`config.mk`:
```
export PLATFORM = sky130hd
export DESIGN_NAME = ground_strip_heading_picker_unit
export DESIGN_NICKNAME = d
export VERILOG_FILES = /design/src/rtl/gshp_pkg.sv /design/src/rtl/gshp_front.sv /design/src/rtl/gshp_queue.sv /design/src/rtl/gshp_back.sv /design/src/rtl/ground_strip_heading_picker_unit.sv
export SDC_FILE = /design/constraint.sdc
export NUM_CORES = 2
export LEC_CHECK = 0
export BUFFER_PORTS_ARGS = -buffer_cell sky130_fd_sc_hd__buf_2
export CAP_MARGIN = 5
export CORE_MARGIN = 2
export CORE_UTILIZATION = 60
export CTS_BUF_LIST = sky130_fd_sc_hd__clkbuf_8 sky130_fd_sc_hd__clkbuf_16
export CTS_CLUSTER_DIAMETER = 100
export DETAILED_ROUTE_END_ITERATION = 12
export GPL_ROUTABILITY_DRIVEN = 0
export GPL_TIMING_DRIVEN = 0
export PLACE_DENSITY = 0.76
export RECOVER_POWER = 100
export SETUP_SLACK_MARGIN = 0.2
export SLEW_MARGIN = 10
export SYNTH_ARGS = -nofsm -noshare
export SYNTH_HDL_FRONTEND = slang
export SYNTH_SLANG_ARGS = --single-unit
```
`constraint.sdc`:
```
create_clock -name clk -period 35.4 [get_ports clk]
set_input_delay 1.77 -clock clk [delete_from_list [all_inputs] [get_ports clk]]
set_output_delay 1.77 -clock clk [all_outputs]
set_load 0.01 [all_outputs]
```
`src/rtl/gshp_pkg.sv`:
```
`timescale 1ns / 1ps
`default_nettype none
// ----------------------------------------------------------------------------
// Ground strip heading picker: shared definitions
// Field widths, configuration register indexes and the queue status bundle.
// ----------------------------------------------------------------------------
package gshp_pkg;

	localparam int unsigned CNT_W   = 22;  // strip and total count width
	localparam int unsigned IDX_W   = 4;   // beam_index width
	localparam int unsigned ANG_W   = 8;   // angle_degrees width
	localparam int unsigned CFG_W   = 12;  // frame geometry register width
	localparam int unsigned RATIO_W = 16;  // threshold ratio width
	localparam int unsigned DATA_W  = 16;  // configuration write data width
	localparam int unsigned GEO_W   = 13;  // geometry compares, holds 4096

	localparam logic [CNT_W-1:0] CNT_MAX = {CNT_W{1'b1}};

	localparam logic [GEO_W-1:0] MIN_WIDTH  = 13'd16;
	localparam logic [GEO_W-1:0] MIN_HEIGHT = 13'd2;

	localparam logic [8:0] ANGLE_BASE = 9'd90;

	typedef enum logic [1:0] {
		CFG_FRAME_WIDTH  = 2'd0,
		CFG_FRAME_HEIGHT = 2'd1,
		CFG_SHARE_MIN    = 2'd2,
		CFG_UNUSED       = 2'd3
	} cfg_index_t;

	typedef struct packed {
		logic full;
		logic empty;
	} q_stat_t;

endpackage : gshp_pkg
`default_nettype wire

```
`src/rtl/gshp_front.sv`:
```
`timescale 1ns / 1ps
`default_nettype none
// ----------------------------------------------------------------------------
// Ground strip heading picker: front end
// Tracks the raster position, counts ground pixels per strip in the bottom
// half of the frame and hands the strip counts to the queue at frame end.
// ----------------------------------------------------------------------------
module gshp_front
	import gshp_pkg::*;
#(
	parameter int unsigned N_STRIPS   = 10,
	parameter int unsigned MAX_WIDTH  = 2048,
	parameter int unsigned MAX_HEIGHT = 2048
) (
	input  wire logic                          clk,
	input  wire logic                          arst_n,
	input  wire logic                          in_valid,
	output logic                               in_stall,
	input  wire logic [7:0]                    pixel_value,
	input  wire logic                          frame_start,
	input  wire logic [CFG_W-1:0]              frame_width,
	input  wire logic [CFG_W-1:0]              frame_height,
	input  wire q_stat_t                       q_stat,
	output logic                               push,
	output logic [N_STRIPS*CNT_W-1:0]          push_data
);

	localparam int unsigned CW = $clog2(MAX_WIDTH);
	localparam int unsigned RW = $clog2(MAX_HEIGHT);
	localparam int unsigned SW = $clog2(N_STRIPS + 1);
	localparam int unsigned MW = GEO_W + $clog2(N_STRIPS + 1);
	localparam logic [GEO_W-1:0] MAX_W_G = GEO_W'(MAX_WIDTH);
	localparam logic [GEO_W-1:0] MAX_H_G = GEO_W'(MAX_HEIGHT);
	localparam logic [MW-1:0] BEAMS_M = MW'(N_STRIPS);
	localparam logic [SW-1:0] BEAMS_S = SW'(N_STRIPS);

	logic [CW-1:0]    col_q, col_e;
	logic [RW-1:0]    row_q, row_e;
	logic [SW-1:0]    strip_q, strip_e;
	logic [CW-1:0]    cis_q, cis_e;
	logic [CNT_W-1:0] counts_q [N_STRIPS];
	logic [CNT_W-1:0] counts_n [N_STRIPS];

	logic [GEO_W-1:0] w, h, half, rows_used;
	logic             ground, in_band, row_end, frame_end, strip_wrap, accept;
	logic [MW-1:0]    wrap_lhs;

	// Geometry is saturated into its legal range before use.
	always_comb begin
		w = {1'b0, frame_width};
		if (w < MIN_WIDTH) begin
			w = MIN_WIDTH;
		end else if (w > MAX_W_G) begin
			w = MAX_W_G;
		end
		h = {1'b0, frame_height};
		if (h < MIN_HEIGHT) begin
			h = MIN_HEIGHT;
		end else if (h > MAX_H_G) begin
			h = MAX_H_G;
		end
		half      = h >> 1;
		rows_used = {h[GEO_W-1:1], 1'b0};
	end

	// A frame start pixel is pixel (0,0) of an empty frame.
	always_comb begin
		col_e   = frame_start ? '0 : col_q;
		row_e   = frame_start ? '0 : row_q;
		strip_e = frame_start ? '0 : strip_q;
		cis_e   = frame_start ? '0 : cis_q;
	end

	assign ground    = |pixel_value;
	assign in_band   = (GEO_W'(row_e) >= half) && (GEO_W'(row_e) < rows_used);
	assign row_end   = (GEO_W'(col_e) + GEO_W'(1)) >= w;
	assign frame_end = row_end && ((GEO_W'(row_e) + GEO_W'(1)) >= h);

	// The strip ends once column_in_strip + 1 reaches width / N_STRIPS,
	// which is the same as (column_in_strip + 2) * N_STRIPS > width.
	assign wrap_lhs   = (MW'(cis_e) + MW'(2)) * BEAMS_M;
	assign strip_wrap = wrap_lhs > MW'(w);

	always_comb begin
		for (int i = 0; i < N_STRIPS; i++) begin
			counts_n[i] = frame_start ? '0 : counts_q[i];
			if (ground && in_band && (strip_e == SW'(i)) && (counts_n[i] != CNT_MAX)) begin
				counts_n[i] = counts_n[i] + CNT_W'(1);
			end
			push_data[i*CNT_W +: CNT_W] = counts_n[i];
		end
	end

	assign in_stall = q_stat.full;
	assign accept   = in_valid && !in_stall;
	assign push     = accept && frame_end;

	always_ff @(posedge clk or negedge arst_n) begin
		if (!arst_n) begin
			col_q   <= '0;
			row_q   <= '0;
			strip_q <= '0;
			cis_q   <= '0;
			for (int i = 0; i < N_STRIPS; i++) begin
				counts_q[i] <= '0;
			end
		end else if (accept) begin
			if (row_end) begin
				col_q   <= '0;
				strip_q <= '0;
				cis_q   <= '0;
				row_q   <= frame_end ? '0 : row_e + RW'(1);
			end else begin
				col_q <= col_e + CW'(1);
				row_q <= row_e;
				if (strip_wrap) begin
					cis_q   <= '0;
					strip_q <= (strip_e < BEAMS_S) ? strip_e + SW'(1) : strip_e;
				end else begin
					cis_q   <= cis_e + CW'(1);
					strip_q <= strip_e;
				end
			end
			for (int i = 0; i < N_STRIPS; i++) begin
				counts_q[i] <= frame_end ? '0 : counts_n[i];
			end
		end
	end

endmodule : gshp_front
`default_nettype wire

```
`src/rtl/gshp_queue.sv`:
```
`timescale 1ns / 1ps
`default_nettype none
// ----------------------------------------------------------------------------
// Ground strip heading picker: frame queue
// Two-entry queue of per-frame strip count snapshots between the front and
// back ends.
// ----------------------------------------------------------------------------
module gshp_queue
	import gshp_pkg::*;
#(
	parameter int unsigned ENTRY_W = 220
) (
	input  wire logic               clk,
	input  wire logic               arst_n,
	input  wire logic               push,
	input  wire logic [ENTRY_W-1:0] push_data,
	input  wire logic               pop,
	output logic [ENTRY_W-1:0]      head,
	output q_stat_t                 q_stat
);

	logic [ENTRY_W-1:0] entry_q [2];
	logic               wr_ptr_q, rd_ptr_q;
	logic [1:0]         fill_q;

	assign head         = entry_q[rd_ptr_q];
	assign q_stat.full  = fill_q == 2'd2;
	assign q_stat.empty = fill_q == 2'd0;

	always_ff @(posedge clk) begin
		if (push) begin
			entry_q[wr_ptr_q] <= push_data;
		end
	end

	always_ff @(posedge clk or negedge arst_n) begin
		if (!arst_n) begin
			wr_ptr_q <= 1'b0;
			rd_ptr_q <= 1'b0;
			fill_q   <= 2'd0;
		end else begin
			if (push) begin
				wr_ptr_q <= !wr_ptr_q;
			end
			if (pop) begin
				rd_ptr_q <= !rd_ptr_q;
			end
			fill_q <= fill_q + 2'(push) - 2'(pop);
		end
	end

endmodule : gshp_queue
`default_nettype wire

```
`src/rtl/gshp_back.sv`:
```
`timescale 1ns / 1ps
`default_nettype none
// ----------------------------------------------------------------------------
// Ground strip heading picker: back end
// Sweeps one frame's strip counts for total and best, applies the share
// threshold and holds the decision in the output register.
// ----------------------------------------------------------------------------
module gshp_back
	import gshp_pkg::*;
#(
	parameter int unsigned N_STRIPS = 10
) (
	input  wire logic                       clk,
	input  wire logic                       arst_n,
	input  wire logic [N_STRIPS*CNT_W-1:0]  head,
	input  wire q_stat_t                    q_stat,
	output logic                            pop,
	input  wire logic [RATIO_W-1:0]         share_min,
	output logic                            out_valid,
	input  wire logic                       out_stall,
	output logic                            decision_stop,
	output logic [IDX_W-1:0]                beam_index,
	output logic signed [ANG_W-1:0]         angle_degrees,
	output logic [CNT_W-1:0]                best_count,
	output logic [CNT_W-1:0]                total_count
);

	localparam int unsigned XW  = (N_STRIPS > 2) ? $clog2(N_STRIPS) : 1;
	localparam int unsigned TW  = CNT_W + $clog2(N_STRIPS + 1);
	localparam int unsigned PW  = TW + RATIO_W;
	localparam logic [XW-1:0] LAST_IDX = XW'(N_STRIPS - 1);
	localparam logic [7:0] ANG_STEP = 8'(180 / (N_STRIPS - 1));

	typedef enum logic [2:0] {
		ST_LOAD,
		ST_ACC,
		ST_MUL,
		ST_DECIDE,
		ST_OUT
	} state_t;

	state_t           state_q;
	logic [XW-1:0]    idx_q;
	logic [TW-1:0]    total_q;
	logic [CNT_W-1:0] best_q;
	logic [IDX_W-1:0] bi_q;
	logic [PW-1:0]    prod_q;

	logic [CNT_W-1:0] cur;
	logic [PW-1:0]    best_scaled;
	logic             stop;
	logic [11:0]      ang_mul;

	assign cur         = head[idx_q*CNT_W +: CNT_W];
	assign pop         = (state_q == ST_ACC) && (idx_q == LAST_IDX);
	// best * 65536 against total * ratio, both exact.
	assign best_scaled = PW'({best_q, 16'd0});
	assign stop        = (total_q == '0) || (best_scaled < prod_q);
	assign ang_mul     = 12'(bi_q) * 12'(ANG_STEP);

	always_ff @(posedge clk or negedge arst_n) begin
		if (!arst_n) begin
			state_q       <= ST_LOAD;
			idx_q         <= '0;
			total_q       <= '0;
			best_q        <= '0;
			bi_q          <= '0;
			prod_q        <= '0;
			out_valid     <= 1'b0;
			decision_stop <= 1'b0;
			beam_index    <= '0;
			angle_degrees <= '0;
			best_count    <= '0;
			total_count   <= '0;
		end else begin
			unique case (state_q)
				ST_LOAD: begin
					idx_q   <= '0;
					total_q <= '0;
					best_q  <= '0;
					bi_q    <= '0;
					if (!q_stat.empty) begin
						state_q <= ST_ACC;
					end
				end
				ST_ACC: begin
					total_q <= total_q + TW'(cur);
					// Strictly greater keeps the lowest index on a tie.
					if (cur > best_q) begin
						best_q <= cur;
						bi_q   <= IDX_W'(idx_q);
					end
					if (idx_q == LAST_IDX) begin
						state_q <= ST_MUL;
					end else begin
						idx_q <= idx_q + XW'(1);
					end
				end
				ST_MUL: begin
					prod_q  <= PW'(total_q) * PW'(share_min);
					state_q <= ST_DECIDE;
				end
				ST_DECIDE: begin
					decision_stop <= stop;
					beam_index    <= stop ? '0 : bi_q;
					angle_degrees <= stop ? '0 : ANG_W'(ang_mul[8:0] - ANGLE_BASE);
					best_count    <= best_q;
					total_count   <= (total_q > TW'(CNT_MAX)) ? CNT_MAX : CNT_W'(total_q);
					out_valid     <= 1'b1;
					state_q       <= ST_OUT;
				end
				ST_OUT: begin
					if (!out_stall) begin
						out_valid <= 1'b0;
						state_q   <= ST_LOAD;
					end
				end
				default: begin
					state_q <= ST_LOAD;
				end
			endcase
		end
	end

endmodule : gshp_back
`default_nettype wire

```
`src/rtl/ground_strip_heading_picker_unit.sv`:
```
`timescale 1ns / 1ps
`default_nettype none
// ----------------------------------------------------------------------------
// Ground strip heading picker
// Per-frame heading decision from a raster stream of ground-mask pixels.
// ----------------------------------------------------------------------------
// The block takes one mask pixel per clock for as long as the frame queue has
// room. A front end counts ground pixels per strip and, on the last pixel of
// a frame, moves the strip counts into a two-frame queue. A back end then
// sweeps the strips one per cycle through load, accumulate, multiply and
// decide states into the output register, where the decision is held while
// out_stall is high. The smallest frame is 32 pixels, so with the default
// N_STRIPS the pixel input only stalls when decisions are held back at the
// output long enough to fill the queue.
// Configuration writes are always taken and must only be made between frames.
// ----------------------------------------------------------------------------
module ground_strip_heading_picker_unit
	import gshp_pkg::*;
#(
	parameter int unsigned N_STRIPS   = 10,
	parameter int unsigned MAX_WIDTH  = 2048,
	parameter int unsigned MAX_HEIGHT = 2048
) (
	input  wire logic                clk,
	input  wire logic                arst_n,
	input  wire logic                in_valid,
	output logic                     in_stall,
	input  wire logic [7:0]          pixel_value,
	input  wire logic                frame_start,
	output logic                     out_valid,
	input  wire logic                out_stall,
	output logic                     decision_stop,
	output logic [IDX_W-1:0]         beam_index,
	output logic signed [ANG_W-1:0]  angle_degrees,
	output logic [CNT_W-1:0]         best_count,
	output logic [CNT_W-1:0]         total_count,
	input  wire logic                cfg_valid,
	output logic                     cfg_ready,
	input  wire logic [1:0]          cfg_index,
	input  wire logic [DATA_W-1:0]   cfg_data
);

	localparam int unsigned ENTRY_W = N_STRIPS * CNT_W;

	logic [CFG_W-1:0]   frame_width_q;
	logic [CFG_W-1:0]   frame_height_q;
	logic [RATIO_W-1:0] share_min_q;

	q_stat_t            q_stat;
	logic               push, pop;
	logic [ENTRY_W-1:0] push_data, head;

	assign cfg_ready = 1'b1;

	always_ff @(posedge clk or negedge arst_n) begin
		if (!arst_n) begin
			frame_width_q  <= 12'd640;
			frame_height_q <= 12'd480;
			share_min_q    <= 16'd3277;
		end else if (cfg_valid && cfg_ready) begin
			unique case (cfg_index_t'(cfg_index))
				CFG_FRAME_WIDTH:  frame_width_q  <= cfg_data[CFG_W-1:0];
				CFG_FRAME_HEIGHT: frame_height_q <= cfg_data[CFG_W-1:0];
				CFG_SHARE_MIN:    share_min_q    <= cfg_data[RATIO_W-1:0];
				default: begin
				end
			endcase
		end
	end

	gshp_front #(
		.N_STRIPS   (N_STRIPS),
		.MAX_WIDTH  (MAX_WIDTH),
		.MAX_HEIGHT (MAX_HEIGHT)
	) u_front (
		.clk          (clk),
		.arst_n       (arst_n),
		.in_valid     (in_valid),
		.in_stall     (in_stall),
		.pixel_value  (pixel_value),
		.frame_start  (frame_start),
		.frame_width  (frame_width_q),
		.frame_height (frame_height_q),
		.q_stat       (q_stat),
		.push         (push),
		.push_data    (push_data)
	);

	gshp_queue #(
		.ENTRY_W (ENTRY_W)
	) u_queue (
		.clk       (clk),
		.arst_n    (arst_n),
		.push      (push),
		.push_data (push_data),
		.pop       (pop),
		.head      (head),
		.q_stat    (q_stat)
	);

	gshp_back #(
		.N_STRIPS (N_STRIPS)
	) u_back (
		.clk             (clk),
		.arst_n          (arst_n),
		.head            (head),
		.q_stat          (q_stat),
		.pop             (pop),
		.share_min       (share_min_q),
		.out_valid       (out_valid),
		.out_stall       (out_stall),
		.decision_stop   (decision_stop),
		.beam_index      (beam_index),
		.angle_degrees   (angle_degrees),
		.best_count      (best_count),
		.total_count     (total_count)
	);

endmodule : ground_strip_heading_picker_unit
`default_nettype wire
```
==> results_dict.tcl <==
set metrics [dict create \
    cts.htree.levels 3 \
    grt_pass1_vias 49600 \
    placementRows 117 \
    clk_pin_slew_worst_paths_ns 0.06 \
    syn_area_mm2 0.0613 \
    dp_hpwl_um 151000 \
    start_kind "input port" \
    seq_area_frac_synth_pct 40.3 \
    synth_cell_types 100 \
    ant_nets 0 \
    worstMarginPinSlew_ns 5.68 \
    seqCellArea_mm2 0.0247 \
    drcViolationCount 0 \
    netlist_instances 5902 \
    synth_seq_cells 899 \
    wl_um 208000 \
    start_util_pct 60.3 \
    cts_tree "built" \
    antenna_found_initial 12 \
    clock.fmax_ghz 0.0512 \
    clk_latency_ns 0.73 \
    place.port_buffers 89 \
    grt_pass1_wl_um 309000 \
    die_w_um 324 \
    clkSinkCount 899 \
    violations "max-capacitance violations, max-slew violations" \
    fp.dieArea_mm2 0.105 \
    grt.overflow.total 0 \
    fillers 7948 \
    num_vias 50500 \
    synth_common_cells "nand2_1 (733), inv_1 (557), dfrtp_1 (446), edfxtp_1 (440), fa_1 (337)" \
    die_h_um 324 \
    coreArea_mm2 0.102 \
    grtUsageTotal_pct 40.2 \
    yosysTopAreaCell "edfxtp_1" \
    synth_area_leaders "edfxtp_1 (22%), dfrtp_1 (18%), fa_1 (11%), ha_1 (5.7%), nand2_1 (4.5%)" \
    fin_worst_skew_ns 0.0564 \
    async_flop_share_pct 51.1 \
    synth_top_area_share_pct 21.6 \
    hp-class "flip-flop to flip-flop" \
    vias_per_cell 6.66 \
    worstPathMaxFanout 53 \
    cts_buffers 96 \
    slew_headroom_pct -279 \
    period_minus_slack_ns 19.53 \
    dr.pass1.iters 9 \
    rsz0062_at_grt "false" \
    grt_max_degree 108 \
    period_share_pct 55.2 \
    avgSynthCellArea_um2 10.4 \
    root_buffer "clkbuf_16" \
    slew_violations 724 \
    yosysMostFrequentCell "nand2_1" \
    multi_input_area_mm2 0.0330 \
    ys_warn_count 0 \
    fin_tns_setup_ns 0 \
    finalHoldViolations 0 \
    setup_violations 0 \
    cap_violations 16 \
    critical_path_class "input port to flip-flop" \
    drt_iter0_markers 6992 \
    post_drt_wl_per_cell_um 27.4 \
    crit_required_ns 35.66 \
    hold_buffers 0 \
    drive_above_1_share_pct 6.90 \
    status "finished, violations left" \
    cts_resized 0 \
    synth_enable_flop_cells 440 \
    final_nets 6775 \
    post_cts_buffers 0 \
    synthFlopType "dfrtp_1" \
    crit_path_end_kind "flip-flop" \
    rrSetupSlack_ns 24.53 \
    area_delta_synth_final_pct 8.89 \
    clockBufferDepth 3 \
    ioPinCount 92 \
    synth_fp_nets 6552 \
    arrival_ns 19.79 \
]
[state kept, by name (all words and copies together), names as in the netlist, 3 cells and up]
register              cells
u_back.bi_q               4
u_queue.entry_q         440
u_back.angle_degrees      7
u_front.counts_q        220
u_back.best_q            22
u_front.col_q            11
u_front.strip_q           4
u_back.idx_q              4
share_min_q              16
u_back.prod_q            42
u_front.cis_q            11
frame_height_q           12
u_back.best_count        22
u_back.beam_index         4
frame_width_q            12
u_back.total_q           26
u_front.row_q            11
u_back.total_count       22
u_back.state_q            3
[routing by layer]
layer / track usage (%) / wire length, µm
met1: 48.2 / 70300
met2: 60.2 / 89800
met3: 13.6 / 27700
met4: 29.9 / 19700
met5: 0.417 / 179
[worst paths after layout]
path                                      endpoint                  start  cells after the start
max reg2reg                u_queue.entry_q[1][187]       u_front.row_q[1]                     17
min reg2reg                  u_front.counts_q[207]  u_front.counts_q[207]                      1
min                          u_front.counts_q[207]  u_front.counts_q[207]                      1
min in group asynchronous     u_front.counts_q[32]                 arst_n                      1
max                        u_queue.entry_q[1][187]            frame_start                     26
max in group asynchronous        u_queue.fill_q[0]                 arst_n                      4
[through the flow]
step / utilization [%] / worst slack (ns) / instances / hold slack, ns / instance area [µm²]
CTS: 66.3 / 23.52 / 7573 / 0.455 / 67300
detailed placement: 62.9 / 22.82 / 7394 / 0.444 / 63900
global route: 65.7 / 16.14 / 7574 / 0.496 / 66700
global placement: 62.5 / 1.65 / 7359 / 0.441 / 63400
finish: 65.7 / 15.87 / 7585 / 0.460 / 66700
floorplan: - / 13.70 / 5902 / 0.424 / 61300
[worst max-delay path: stages]
cell,delay (ns)
clkbuf_1,0.35
clkbuf_1,1.11
clkbuf_1,1.22
clkbuf_1,0.99
clkbuf_1,0.99
clkbuf_1,0.93
clkbuf_1,1.11
clkbuf_1,1.03
clkbuf_1,0.76
nor2b_1,0.11
ha_1,0.27
and3_1,0.18
and3_1,0.19
nand2_1,0.08
xor2_1,0.14
nor2_1,0.08
ha_1,0.36
nand4_1,0.12
a21oi_1,0.18
o221ai_1,0.31
a22oi_1,0.63
clkbuf_1,0.52
clkbuf_1,0.66
and3_1,0.91
clkbuf_1,2.42
clkbuf_1,2.15
[kinds of logic (layout without fill, tap and decap cells)]
group | Yosys count | in the layout | share of synthesized area (%)
DFF | 899 | 899 | 40.3
AOI/OAI and AO/OA | 1013 | 1013 | 11.1
and+or+nand+nor | 1951 | 1951 | 15.9
xor gates and xnor gates | 283 | 283 | 4.04
muxes | 234 | 234 | 6.19
adders and majority gates | 618 | 618 | 16.7
buffers and inverters | 902 | 1206 | 5.66
other | 2 | 13 | 0.0123
[layout make-up]
type | count | share of cell area [%]
multi-input cells | 4101 | 49.4
flip-flops and latches | 899 | 37.0
clock buffers | 103 | 3.74
inverters | 562 | 3.16
well taps | 1368 | 2.56
plain buffers | 340 | 1.97
clock inverters | 76 | 1.34
repair buffers | 125 | 0.763
diodes | 11 | 0.0412
[layout by cell type, fill, tap and decap left out, drive strengths merged, types with 46 or more instances in the layout]
cell type	synthesis	layout
nand2	733	733
mux2i	65	65
a31oi	55	55
o31ai	46	46
or3	55	55
nor4	62	62
dfrtp	446	446
nand3	161	161
edfxtp	440	440
nand4	81	81
clkbuf	252	496
nor2	265	265
mux2	59	59
xor2	96	96
fa	337	337
and3	79	79
o21ai	281	281
a21oi	165	165
and2	205	205
a21o	78	78
nor2b	99	99
nor3	89	89
inv	561	582
buf	88	72
ha	281	281
a22o	58	58
mux4	110	110
xnor2	187	187
Power is left out: the tool's default activity adds up to more than one toggle a clock period on the data nets, which glitch-free logic cannot reach.
